--- src/design/scb_pkg.sv ---
`default_nettype none

package scb_pkg;

    // scanner modes
    typedef enum logic [2:0] {
        MODE_PLAIN  = 3'd0,
        MODE_BLOCK  = 3'd1,
        MODE_LINE   = 3'd2,
        MODE_SQUOTE = 3'd3,
        MODE_DQUOTE = 3'd4
    } scan_mode_t;

    // characters of interest
    localparam logic [7:0] CH_SLASH = 8'h2F;
    localparam logic [7:0] CH_STAR  = 8'h2A;
    localparam logic [7:0] CH_NL    = 8'h0A;
    localparam logic [7:0] CH_SPACE = 8'h20;
    localparam logic [7:0] CH_SQ    = 8'h27;
    localparam logic [7:0] CH_DQ    = 8'h22;

    // output queue size, must be a power of two and at least 2
    localparam int QUEUE_DEPTH = 4;
    localparam int QUEUE_AW    = $clog2(QUEUE_DEPTH);

    // scanner state
    typedef struct packed {
        scan_mode_t mode;
        logic       slash_held;
        logic       star_before;
    } scan_state_t;

    // up to two result beats from one input beat
    typedef struct packed {
        logic [1:0] count;
        logic [7:0] byte0;
        logic [7:0] byte1;
        logic       last;
    } scan_result_t;

endpackage

`default_nettype wire

--- src/design/scb_scanner.sv ---
`default_nettype none

module scb_scanner
    import scb_pkg::*;
(
    input  wire logic         clk,
    input  wire logic         rst_n,
    input  wire logic         advance,
    input  wire logic [7:0]   cur_byte,
    input  wire logic         cur_last,
    output scan_result_t      result
);

    scan_state_t state_reg;
    scan_state_t state_next;

    // state register, moves only when a beat is processed
    always_ff @(posedge clk or negedge rst_n)
    begin
        if (!rst_n)
        begin
            state_reg <= '{mode: MODE_PLAIN, slash_held: 1'b0, star_before: 1'b0};
        end
        else if (advance)
        begin
            state_reg <= state_next;
        end
    end

    // classify one byte and build its results
    always_comb
    begin
        state_next   = state_reg;
        result.count = 2'd0;
        result.byte0 = cur_byte;
        result.byte1 = cur_byte;
        result.last  = cur_last;

        unique case (state_reg.mode)
            MODE_BLOCK:
            begin
                result.count = 2'd1;
                result.byte0 = CH_SPACE;
                if (state_reg.star_before && cur_byte == CH_SLASH)
                begin
                    state_next.mode        = MODE_PLAIN;
                    state_next.star_before = 1'b0;
                end
                else
                begin
                    state_next.star_before = (cur_byte == CH_STAR);
                end
            end
            MODE_LINE:
            begin
                result.count = 2'd1;
                result.byte0 = CH_SPACE;
                if (cur_byte == CH_NL)
                begin
                    state_next.mode = MODE_PLAIN;
                end
            end
            MODE_SQUOTE:
            begin
                result.count = 2'd1;
                if (cur_byte == CH_SQ)
                begin
                    state_next.mode = MODE_PLAIN;
                end
            end
            MODE_DQUOTE:
            begin
                result.count = 2'd1;
                if (cur_byte == CH_DQ)
                begin
                    state_next.mode = MODE_PLAIN;
                end
            end
            default:
            begin
                state_next.mode = MODE_PLAIN;
                if (state_reg.slash_held)
                begin
                    state_next.slash_held = 1'b0;
                    if (cur_byte == CH_STAR)
                    begin
                        result.count           = 2'd2;
                        result.byte0           = CH_SPACE;
                        result.byte1           = CH_SPACE;
                        state_next.mode        = MODE_BLOCK;
                        state_next.star_before = 1'b1;
                    end
                    else if (cur_byte == CH_SLASH)
                    begin
                        result.count    = 2'd2;
                        result.byte0    = CH_SPACE;
                        result.byte1    = CH_SPACE;
                        state_next.mode = MODE_LINE;
                    end
                    else
                    begin
                        // held slash was plain text, new byte follows it
                        result.count = 2'd2;
                        result.byte0 = CH_SLASH;
                        if (cur_byte == CH_SQ)
                        begin
                            state_next.mode = MODE_SQUOTE;
                        end
                        else if (cur_byte == CH_DQ)
                        begin
                            state_next.mode = MODE_DQUOTE;
                        end
                    end
                end
                else if (cur_byte == CH_SLASH)
                begin
                    state_next.slash_held = 1'b1;
                end
                else
                begin
                    result.count = 2'd1;
                    if (cur_byte == CH_SQ)
                    begin
                        state_next.mode = MODE_SQUOTE;
                    end
                    else if (cur_byte == CH_DQ)
                    begin
                        state_next.mode = MODE_DQUOTE;
                    end
                end
            end
        endcase

        // end of text: flush a held slash and return to reset
        if (cur_last)
        begin
            if (state_next.slash_held)
            begin
                result.count = 2'd1;
                result.byte0 = CH_SLASH;
            end
            state_next = '{mode: MODE_PLAIN, slash_held: 1'b0, star_before: 1'b0};
        end
    end

endmodule

`default_nettype wire

--- src/design/scb_out_queue.sv ---
`default_nettype none

module scb_out_queue
    import scb_pkg::*;
(
    input  wire logic         clk,
    input  wire logic         rst_n,
    input  wire logic         push,
    input  wire scan_result_t result,
    output logic              room,
    output logic [7:0]        out_byte,
    output logic              out_last,
    output logic              out_valid,
    input  wire logic         out_stall
);

    logic [8:0]          entry_reg [QUEUE_DEPTH];
    logic [QUEUE_AW-1:0] wr_ptr_reg;
    logic [QUEUE_AW-1:0] wr_ptr_next;
    logic [QUEUE_AW-1:0] rd_ptr_reg;
    logic [QUEUE_AW-1:0] rd_ptr_next;
    logic [QUEUE_AW:0]   count_reg;
    logic [QUEUE_AW:0]   count_next;
    logic [QUEUE_AW:0]   push_count;
    logic [QUEUE_AW-1:0] wr_ptr_plus1;
    logic                pop;

    // head of queue drives the output beat
    assign out_valid = (count_reg != '0);
    assign out_byte  = entry_reg[rd_ptr_reg][8:1];
    assign out_last  = entry_reg[rd_ptr_reg][0];
    assign pop       = out_valid && !out_stall;

    // two free slots needed to take any input beat
    assign room = (count_reg <= (QUEUE_AW + 1)'(QUEUE_DEPTH - 2));

    assign push_count   = push ? {{(QUEUE_AW - 1){1'b0}}, result.count} : '0;
    assign wr_ptr_plus1 = wr_ptr_reg + 1'b1;

    always_comb
    begin
        wr_ptr_next = wr_ptr_reg + push_count[QUEUE_AW-1:0];
        rd_ptr_next = pop ? rd_ptr_reg + 1'b1 : rd_ptr_reg;
        count_next  = count_reg + push_count - {{QUEUE_AW{1'b0}}, pop};
    end

    // pointers and fill count
    always_ff @(posedge clk or negedge rst_n)
    begin
        if (!rst_n)
        begin
            wr_ptr_reg <= '0;
            rd_ptr_reg <= '0;
            count_reg  <= '0;
        end
        else
        begin
            wr_ptr_reg <= wr_ptr_next;
            rd_ptr_reg <= rd_ptr_next;
            count_reg  <= count_next;
        end
    end

    // storage, last flag rides on the final beat of the group
    always_ff @(posedge clk)
    begin
        if (push && result.count != 2'd0)
        begin
            entry_reg[wr_ptr_reg] <= {result.byte0,
                                      result.last && (result.count == 2'd1)};
        end
        if (push && result.count == 2'd2)
        begin
            entry_reg[wr_ptr_plus1] <= {result.byte1, result.last};
        end
    end

endmodule

`default_nettype wire

--- src/design/source_comment_blanker.sv ---
`default_nettype none

// channel   direction  fields              handshake
// input     in         in_byte, in_last    in_valid / in_stall
// output    out        out_byte, out_last  out_valid / out_stall
//
// one input beat per cycle unless stalled; each beat yields zero, one or two
// output beats; a beat passes the input register, then the scanner and queue.
// a held slash gives no beat at first and two beats with the next byte.
// the four-entry output queue sets the stall: input stalls when fewer than
// two slots are free. reset clears scanner state and the queue.

module source_comment_blanker
    import scb_pkg::*;
(
    input  wire logic       clk,
    input  wire logic       rst_n,
    input  wire logic [7:0] in_byte,
    input  wire logic       in_last,
    input  wire logic       in_valid,
    output logic            in_stall,
    output logic [7:0]      out_byte,
    output logic            out_last,
    output logic            out_valid,
    input  wire logic       out_stall
);

    logic         in_vld_reg;
    logic         in_vld_next;
    logic [7:0]   in_byte_reg;
    logic         in_last_reg;
    logic         room;
    logic         advance;
    logic         accept;
    scan_result_t result;

    // input register handshake
    assign advance  = in_vld_reg && room;
    assign in_stall = in_vld_reg && !room;
    assign accept   = in_valid && !in_stall;

    always_comb
    begin
        if (accept)
        begin
            in_vld_next = 1'b1;
        end
        else if (advance)
        begin
            in_vld_next = 1'b0;
        end
        else
        begin
            in_vld_next = in_vld_reg;
        end
    end

    always_ff @(posedge clk or negedge rst_n)
    begin
        if (!rst_n)
        begin
            in_vld_reg <= 1'b0;
        end
        else
        begin
            in_vld_reg <= in_vld_next;
        end
    end

    // input payload
    always_ff @(posedge clk)
    begin
        if (accept)
        begin
            in_byte_reg <= in_byte;
            in_last_reg <= in_last;
        end
    end

    // comment scanner
    scb_scanner u_scanner (
        .clk      (clk),
        .rst_n    (rst_n),
        .advance  (advance),
        .cur_byte (in_byte_reg),
        .cur_last (in_last_reg),
        .result   (result)
    );

    // result queue
    scb_out_queue u_out_queue (
        .clk       (clk),
        .rst_n     (rst_n),
        .push      (advance),
        .result    (result),
        .room      (room),
        .out_byte  (out_byte),
        .out_last  (out_last),
        .out_valid (out_valid),
        .out_stall (out_stall)
    );

endmodule

`default_nettype wire

--- config.mk ---
export PLATFORM = sky130hd
export DESIGN_NAME = source_comment_blanker
export DESIGN_NICKNAME = d
export VERILOG_FILES = /design/src/design/scb_pkg.sv /design/src/design/scb_scanner.sv /design/src/design/scb_out_queue.sv /design/src/design/source_comment_blanker.sv
export SDC_FILE = /design/constraint.sdc
export NUM_CORES = 1
export LEC_CHECK = 0
export BUFFER_PORTS_ARGS = -buffer_cell sky130_fd_sc_hd__buf_2
export CORE_UTILIZATION = 50
export CTS_CLUSTER_DIAMETER = 50
export DETAILED_ROUTE_END_ITERATION = 6
export PLACE_DENSITY = 0.68
export RECOVER_POWER = 25
export SLEW_MARGIN = 25
export SYNTH_ARGS = -nofsm -noshare
export SYNTH_HDL_FRONTEND = slang
export SYNTH_SLANG_ARGS = --single-unit
--- constraint.sdc ---
create_clock -name clk -period 3.05 [get_ports clk]
set_input_delay 0.1525 -clock clk [delete_from_list [all_inputs] [get_ports clk]]
set_output_delay 0.1525 -clock clk [all_outputs]
set_load 0.01 [all_outputs]
==> results.cfg, run 1 <==
[routing]
vias = 2196
drt_first_pass_iters = 4
drt_iter0_drc = 101
routed_wl_um = 6430
wl_per_cell_um = 17.7
vias_per_cell = 6.05
detail-route-antenna-nets = 0
route.detailed.drc = 0

[yosys]
synth_cell_types = 59
syn_inst = 247
ys_warn_count = 0
synth_top_area_share_pct = 43.5
synth-edff-count = 45
syn_nets = 265
synth_ff_type = edfxtp_1
ys_ff_latch = 58
ys_seq_area_share_pct = 53.9
synth-async-reset-ratio_pct = 22.4
synth.largest_area_cell = edfxtp_1
synth.avg_cell_area_um2 = 12.6
syn_area_um2 = 3110
synth.area.top_cells = edfxtp_1 43%, dfrtp_1 10%, mux4_2 6.5%

[grt]
grt_max_degree = 23
overflow = 0
antenna_found_initial = 0
track_usage_pct = 22.1
first_global_vias = 2088
grt_pass1_wl_um = 10400

[floorplanning]
io_pins = 24
fp.dieH_um = 80.9
core_area_um2 = 5960
rows = 28
die_x_um = 80.9
dieArea_um2 = 6540
initial_core_util_pct = 52.2

[cts]
cts_tree = built
cts_made_buffers = 9
ctsHoldBuffers = 11
clkTransAtPathRegs_ns = 0.06
clk_latency_ns = 0.34
cts_resized = 0
clk_path_buf_depth = 2
cts_sinks = 58
clockRootBuffer = clkbuf_8
h-tree-depth = 3
postCtsSetupRepairBufs = 0

[sta]
fin_crit_sh_pct = 81.0
tightest_slew_ns = 0.727
period_needed_ns = 2.47
setup_viol = 0
max_freq_mhz = 405
fin_worst_skew_ns = 0.00762
rsz0062_at_grt = false
hold_viol_final = 0
max_slew_margin_pct = 51.6
final-max-slew-violation-count = 0
setup-tns-final_ns = 0

[finish]
drive_gt1_share_pct = 23.6
largest_reg_flops = 36
most-common-layout-cells = 45 x edfxtp_1, 20 x buf_2, 14 x a21oi_1, 14 x a31oi_1, 13 x dfrtp_1
area_growth_pct = 15.4
diodes = 0
layout_commonest_cell = edfxtp_1
fin_nets = 301
final_cells = 363
fill_cells = 490

[hold_path]
worstHoldPathType = input port to flop

[outcome]
status = complete, no violations

[place]
hpwl_um = 4340
gp_congestion = 0.950
port-buffer-count = 23
dp.cells = 336

[critical_path]
crit_fanout = 14
required_ns = 3.31
cp_data_arrival_time_ns = 2.73
startpoint_type = flop
cp-end-kind = flop
crit_type = flop to flop

[power_and_ir_drop]
p_leak_nw = 1.31
peakVddDrop_uv = 490
power.density_nw_per_um2 = 921

[job]
drv_cap = 0
==> cell type report <==
class,instances,area [um^2],share of cell area [%]
sequential,58,1680,46.7
clock buffer,10,128,3.56
multi-input combinational,163,1300,36.1
tap,75,93.8,2.62
timing repair buffer,41,274,7.64
inverter,10,37.5,1.05
clock inverter,6,81.3,2.27
==> cells in the mapped netlist, types with 4 or more instances <==
library cell	instances
o21ai_2	10
and2_1	4
a31oi_1	14
o21ai_0	12
a21o_1	4
mux4_2	9
nand2_1	10
dfrtp_1	13
nand4_1	4
a21oi_1	13
buf_2	7
nand3_1	6
nand2b_1	4
nor2_1	4
clkbuf_1	5
ha_1	4
a21boi_1	10
xnor2_1	5
inv_1	10
edfxtp_1	45
==> cell families (layout without fill, tap and decap cells) <==
family / Yosys count / in the layout / synth area share (%)
compound gates: 90 / 90 / 20.6
xor+xnor: 7 / 7 / 1.97
fa+ha+maj: 5 / 5 / 2.25
buf+inv: 26 / 67 / 4.27
flops: 58 / 58 / 53.9
mux: 9 / 9 / 6.52
simple gates: 52 / 52 / 10.5
==> worst max-delay path: stages, from the launching register on <==
cell	delay (ns)
dfrtp_1	0.52
or3_1	0.47
a21oi_2	0.17
nand2_1	0.11
ha_1	0.29
inv_1	0.05
fa_1	0.45
xnor2_1	0.20
xnor2_1	0.13
==> path summary, 6_finish.rpt <==
path	start	endpoint	slack [ns]	cells past startpoint
setup reg to reg	u_scanner.state_reg[3]	u_out_queue.count_reg[2]	0.58	8
hold / removal	out_stall	u_out_queue.rd_ptr_reg[0]	0.14	3
max in group asynchronous	rst_n	u_out_queue.rd_ptr_reg[1]	2.20	2
min in group asynchronous	rst_n	u_scanner.state_reg[3]	0.39	2
setup / recovery	u_scanner.state_reg[3]	u_out_queue.count_reg[2]	0.58	8
hold reg to reg	u_out_queue.count_reg[2]	u_out_queue.count_reg[2]	0.49	1
==> report_power, final <==
part           switching (W)  internal, W  leakage (nW)
combinational       0.000625     0.000547         0.634
clock               0.000297     0.000454         0.105
sequential          0.000243      0.00114         0.574
==> metal layers <==
metal	up-vias	routed length (um)	track usage (%)
met1	1074	2830	28.6
met4	0	64	11.1
met5	-	0	0
met3	6	368	5.28
li1	1042	-	-
met2	74	3170	34.6
==> per-stage QoR <==
| stage | util, % | worst slack (ns) | area, um^2 | hold slack (ns) | power [W] |
|---|---|---|---|---|---|
| 4_1_cts | 60.4 | 0.578 | 3590 | 0.121 | 0.00334 |
| 3_5_place_dp | 55.0 | 0.595 | 3280 | 0.0608 | 0.00256 |
| 2_1_floorplan | - | 0.729 | 3110 | -0.143 | 0.00223 |
| 3_3_place_gp | 55.0 | 0.679 | 3280 | 0.0553 | 0.00253 |
| 6_report | 60.2 | 0.579 | 3590 | 0.136 | 0.00330 |
| 5_1_grt | 60.2 | 0.400 | 3590 | 0.172 | 0.00351 |
Note: power is estimated with default switching activity, not from simulation.
==> inputs of run 2 (changes only) <==
--- a/config.mk
+++ b/config.mk
@@ -9,7 +9,7 @@
 export CORE_UTILIZATION = 50
 export CTS_CLUSTER_DIAMETER = 50
 export DETAILED_ROUTE_END_ITERATION = 6
-export PLACE_DENSITY = 0.68
+export PLACE_DENSITY = 0.71
 export RECOVER_POWER = 25
 export SLEW_MARGIN = 25
 export SYNTH_ARGS = -nofsm -noshare
==> constraint.sdc (replaced) <==
create_clock -name clk -period 2 [get_ports clk]
set_input_delay 0.1 -clock clk [delete_from_list [all_inputs] [get_ports clk]]
set_output_delay 0.1 -clock clk [all_outputs]
set_load 0.01 [all_outputs]
==> run 2 against run 1 <==
  * The run now ends with setup timing left
  * Cell count increased by 12%
  * Die area unchanged
  * Combinational power increased by 120%
  * Critical path depth unchanged
  * Critical endpoint unchanged
  * Largest power group is now combinational logic
==> results.cfg, run 2 (synthesized netlist as in run 1, its figures left out) <==
[finish]
area_growth_pct = 30.2
drive_gt1_share_pct = 40.1
fill_cells = 443
finalInstanceArea_um2 = 4050
fin_nets = 345
layout_commonest_cell = buf_4
final_cells = 407
largest_reg_flops = 36
most-common-layout-cells = 46 x buf_4, 45 x edfxtp_1, 21 x buf_2
diodes = 0

[power_and_ir_drop]
switchingPower_w = 0.00199
p_comb_share_pct = 47.4
power.density_nw_per_um2 = 1340
intPower_w = 0.00343
clock_power_share_pct = 17.2
swShare_pct = 36.7
p_seq_share_pct = 35.4
p_leak_nw = 1.54
peakVddDrop_uv = 786

[cts]
cts_tree = built
clk_path_buf_depth = 2
h-tree-depth = 3
cts_sinks = 58
cts_made_buffers = 9
clkTransAtPathRegs_ns = 0.07
clk_latency_ns = 0.34
clockRootBuffer = clkbuf_8

[grt]
antenna_found_initial = 0
overflow = 0
first_global_vias = 2273
grt_pass1_wl_um = 11000
track_usage_pct = 23.3
grt_max_degree = 23

[critical_path]
slowest_delay_ns = 0.41
slowest_stage = or3_4
required_ns = 2.23
worst-path-buf-inv = 1
cp_data_arrival_time_ns = 2.34
crit_chain = or3_4 -> a21oi_4 -> nand2_2 -> ha_4 -> inv_2 -> fa_2 -> xnor2_2 -> xnor2_1
crit_type = flop to flop
cp-end-kind = flop
startpoint_type = flop
crit_fanout = 3
critical_path.top_delay_family = adder cells

[place]
port-buffer-count = 23
dp.cells = 379
dpl_cell_area_um2 = 3680
preCtsSetupSlack_ns = -0.107
hpwl_um = 4820
gp_congestion = 0.874

[floorplanning]
die_x_um = 80.9
rows = 28
core_area_um2 = 5960
fp.dieH_um = 80.9
io_pins = 24
initial_core_util_pct = 52.2
dieArea_um2 = 6540

[outcome]
violations = setup timing
status = finished with violations

[routing]
routed_wl_um = 6840
detail-route-antenna-nets = 0
drt_first_pass_iters = 4
vias_per_cell = 5.70
route.detailed.drc = 0
vias = 2319
drt_iter0_drc = 144
wl_per_cell_um = 16.8

[sta]
fin_worst_skew_ns = 0.00832
period_needed_ns = 2.11
hold_viol_final = 0
worst_slack_ns = -0.106
setup_viol = 17
final-max-slew-violation-count = 0
max_slew_margin_pct = 49.2
fin_crit_sh_pct = 105
rsz0062_at_grt = true
tightest_slew_ns = 0.762
max_freq_mhz = 475

[hold_path]
worstHoldPathType = input port to flop

[job]
drv_cap = 0
-- run 2: path summary, 6_finish.rpt --
path	slack, ns	depth (start not counted)	from	to
max	-0.11	8	u_scanner.state_reg[4]	u_out_queue.count_reg[2]
min	0.20	4	out_stall	u_out_queue.rd_ptr_reg[0]
max reg2reg	-0.11	8	u_scanner.state_reg[4]	u_out_queue.count_reg[2]
min reg2reg	0.50	1	u_out_queue.rd_ptr_reg[0]	u_out_queue.rd_ptr_reg[0]
max in group asynchronous	1.18	2	rst_n	u_out_queue.rd_ptr_reg[1]
min in group asynchronous	0.34	2	rst_n	u_scanner.state_reg[3]
-- run 2: what timing repair did --
action | 4_1_cts | 5_1_grt
endpoints found under the hold margin | 23 | 0
endpoints found under the setup margin | 22 | 34
resized for setup | 4 | 11
pin swaps | 3 | 1
setup buffers | 0 | 1
hold buffers | 11 | 0
-- run 2: through the flow --
| stage | util [%] | TNS, ns | hold WS, ns | total power (W) |
|---|---|---|---|---|
| floorplan | - | -0.145 | -0.196 | 0.00348 |
| global placement | 61.8 | -0.719 | 0.00106 | 0.00431 |
| detailed placement | 61.8 | -0.628 | 0.0150 | 0.00437 |
| CTS | 66.9 | -0.0876 | 0.170 | 0.00538 |
| global route | 68.0 | -5.08 | 0.185 | 0.00577 |
| finish | 68.0 | -0.531 | 0.198 | 0.00542 |
-- run 2: power groups by stage --
stage,Clock (W),Combinational (W),Sequential [W]
3_3_place_gp,0,0.00238,0.00193
6_report,0.000931,0.00257,0.00192
5_1_grt,0.000999,0.00282,0.00196
3_5_place_dp,0,0.00243,0.00195
2_1_floorplan,0,0.00159,0.00189
4_1_cts,0.000952,0.00251,0.00192
-- run 2: worst register-to-register path: stages, from the launching register on --
cell and delay (ns):
dfrtp_1 0.39, or3_4 0.41, a21oi_4 0.15, nand2_2 0.09, ha_4 0.26, inv_2 0.03
fa_2 0.40, xnor2_2 0.15, xnor2_1 0.12
-- run 2: routing by layer --
layer,share of wire (%),GRT usage (%),vias up
met2,51,38.6,61
met3,5.0,6.97,8
met1,43,29.2,1117
met5,0,0,-
li1,-,-,1133
met4,1.1,7.86,0
-- run 2: layout make-up --
class	count	area [um^2]	share of cell area (%)
flip-flops and latches	58	1680	41.4
well taps	75	93.8	2.32
multi-input cells	163	1440	35.5
repair buffers	85	634	15.7
clock buffers	9	124	3.06
inverters	10	37.5	0.927
clock inverters	7	45.0	1.11
==> inputs of run 3 (changes only) <==
--- a/config.mk
+++ b/config.mk
@@ -9,9 +9,11 @@
 export CORE_UTILIZATION = 50
 export CTS_CLUSTER_DIAMETER = 50
 export DETAILED_ROUTE_END_ITERATION = 6
+export GPL_ROUTABILITY_DRIVEN = 1
 export PLACE_DENSITY = 0.71
 export RECOVER_POWER = 25
 export SLEW_MARGIN = 25
 export SYNTH_ARGS = -nofsm -noshare
 export SYNTH_HDL_FRONTEND = slang
+export SYNTH_HIERARCHICAL = 1
 export SYNTH_SLANG_ARGS = --single-unit
==> run 3 against run 2 <==
  * The run still ends with setup timing left
  * Critical path type unchanged
  * Largest cell class is now multi-input combinational cells
  * Register-to-register slack got worse by 0.18 ns
  * Via count increased by 3.6%
  * Cell area increased by 14%
==> results.cfg, run 3 <==
[place]
hpwl_um = 4640
dp.cells = 367
preCtsSetupSlack_ns = -0.297
port-buffer-count = 23
gp_congestion = 0.849

[yosys]
synth_top_family_by_area = multiplexers
ys_ff_latch = 58
synth_cell_types = 58
syn_inst = 243
synth_compound_area_share_pct = 7.64
synthMuxAreaShare_pct = 19.3
synth.avg_cell_area_um2 = 13.4
synth-edff-count = 45
synth_common_cells = 45 x edfxtp_1, 25 x mux2_2, 13 x dfrtp_1
synth_most_common_cell = edfxtp_1
synth.area.top_cells = edfxtp_1 42%, dfrtp_1 10%, mux2_2 8.7%
ys_seq_area_share_pct = 51.7
synth.largest_area_cell = edfxtp_1
synthAdderAreaFrac_pct = 2.16
synth_top_area_share_pct = 41.7
syn_area_um2 = 3240
synthSimpleGateAreaFrac_pct = 13.2
synth_ff_type = edfxtp_1
synth_xor_area_share_pct = 2.16
syn_nets = 261
ys_warn_count = 6
synth-async-reset-ratio_pct = 22.4

[sta]
max_slew_margin_pct = 49.2
hold_viol_final = 0
rsz0062_at_grt = true
fin_worst_skew_ns = 0.00706
setup-tns-final_ns = -7.65
holdWs_ns = 0.0653
worst_slack_ns = -0.281
setup_viol = 51
final-max-slew-violation-count = 0
fin_crit_sh_pct = 114
max_freq_mhz = 438
tightest_slew_ns = 0.762
period_needed_ns = 2.28

[job]
drv_cap = 0

[routing]
drt_first_pass_iters = 4
vias = 2403
drt_iter0_drc = 179
route.detailed.drc = 0
vias_per_cell = 5.75
routed_wl_um = 8000
detail-route-antenna-nets = 0
wl_per_cell_um = 19.1

[power_and_ir_drop]
p_leak_nw = 1.87
power.density_nw_per_um2 = 1090
peakVddDrop_uv = 843
total_power_w = 0.00503

[outcome]
status = finished with violations
violations = setup timing

[critical_path]
startpoint_type = flop
crit_type = flop to flop
rrSetupSlack_ns = -0.28
cp_data_arrival_time_ns = 2.36
crit_fanout = 4
cp-end-kind = flop
required_ns = 2.08

[floorplanning]
die_x_um = 82.6
dieArea_um2 = 6810
fp.dieH_um = 82.6
io_pins = 24
initial_core_util_pct = 53.2
core_area_um2 = 6100
rows = 28

[finish]
final_cells = 418
area_growth_pct = 41.7
most-common-layout-cells = 46 x buf_4, 45 x edfxtp_1, 25 x mux2_4
drive_gt1_share_pct = 55.4
largest_reg_flops = 36
layout_commonest_cell = buf_4
diodes = 0
fin_nets = 357

[grt]
grt_pass1_wl_um = 11900
track_usage_pct = 24.9
first_global_vias = 2357
grt_max_degree = 16
antenna_found_initial = 0
overflow = 0

[cts]
clockRootBuffer = clkbuf_8
clk_latency_ns = 0.33
cts_made_buffers = 9
cts_tree = built
clk_path_buf_depth = 2
clkTransAtPathRegs_ns = 0.07
cts_sinks = 58
h-tree-depth = 3

[hold_path]
worstHoldPathType = input port to flop
-- run 3: cell count changes in the layout (fill, tap and decap cells not counted), sizes merged, moves of 7 or more --
cell    delta
a21boi     -9
a21oi     -13
a31oi     -14
buf       +15
mux2      +35
nor2       +7
o21ai     -18
-- run 3: worst max-delay path, cell delays in order (launching register included) --
cell and delay [ns]:
dfrtp_1 0.40, buf_6 0.13, nor3_4 0.28, nor2_2 0.10, nor2_4 0.15, and3b_2 0.23, and3b_2 0.23, buf_6 0.12
buf_16 0.11, mux2_4 0.29
-- run 3: power by group --
| part | switching, W | internal (W) |
|---|---|---|
| combinational | 0.00103 | 0.00125 |
| sequential | 0.000216 | 0.00167 |
| clock | 0.000441 | 0.000427 |
| total | 0.00169 | 0.00334 |
-- run 3: kinds of logic after synthesis --
logic type	after synthesis
AND/OR/NAND/NOR	69
flip-flops	58
multiplexers	44
AO/OA/AOI/OAI	33
buffers and inverters	26
XOR/XNOR	8
adder cells (fa/ha/maj)	5
-- run 3: cell type report --
class	count	area [um^2]
multi-input combinational	161	1750
sequential	58	1680
fill	375	1500
timing repair buffer	100	890
clock buffer	10	128
tap	75	93.8
inverter	9	33.8
clock inverter	5	22.5
-- run 3: final timing paths --
path                                        start                     endpoint  depth (start not counted)
setup / recovery           u_scanner/state_reg[3]  u_out_queue/entry_reg[2][3]                          9
hold / removal                          out_stall    u_out_queue/rd_ptr_reg[1]                          3
setup reg to reg           u_scanner/state_reg[3]  u_out_queue/entry_reg[2][3]                          9
hold reg to reg            u_scanner/state_reg[0]       u_scanner/state_reg[0]                          1
max in group asynchronous                   rst_n                   in_vld_reg                          2
min in group asynchronous                   rst_n     u_out_queue/count_reg[2]                          2
-- run 3: per-layer routing --
metal	up-vias	track usage, %	share of wire (%)
met1	1162	28.6	39
met4	0	13.4	2.9
met3	20	5.60	5.7
li1	1116	-	-
met5	-	0	0
met2	105	43.2	52
-- run 3: repair_timing --
action | CTS | global route
cloned | 3 | 2
endpoints found under the setup margin | 73 | 75
resized for setup | 40 | 21
setup buffers | 18 | 8
pin swaps | 10 | 8
hold endpoints to repair | 23 | 0
hold buffers | 11 | 0
-- run 3: per-stage QoR --
step	utilization, %	cell area, um^2
after global routing	75.4	4600
after global placement	62.8	3830
after floorplan	-	3340
after detailed placement	62.8	3830
final	75.4	4600
after CTS	72.9	4450
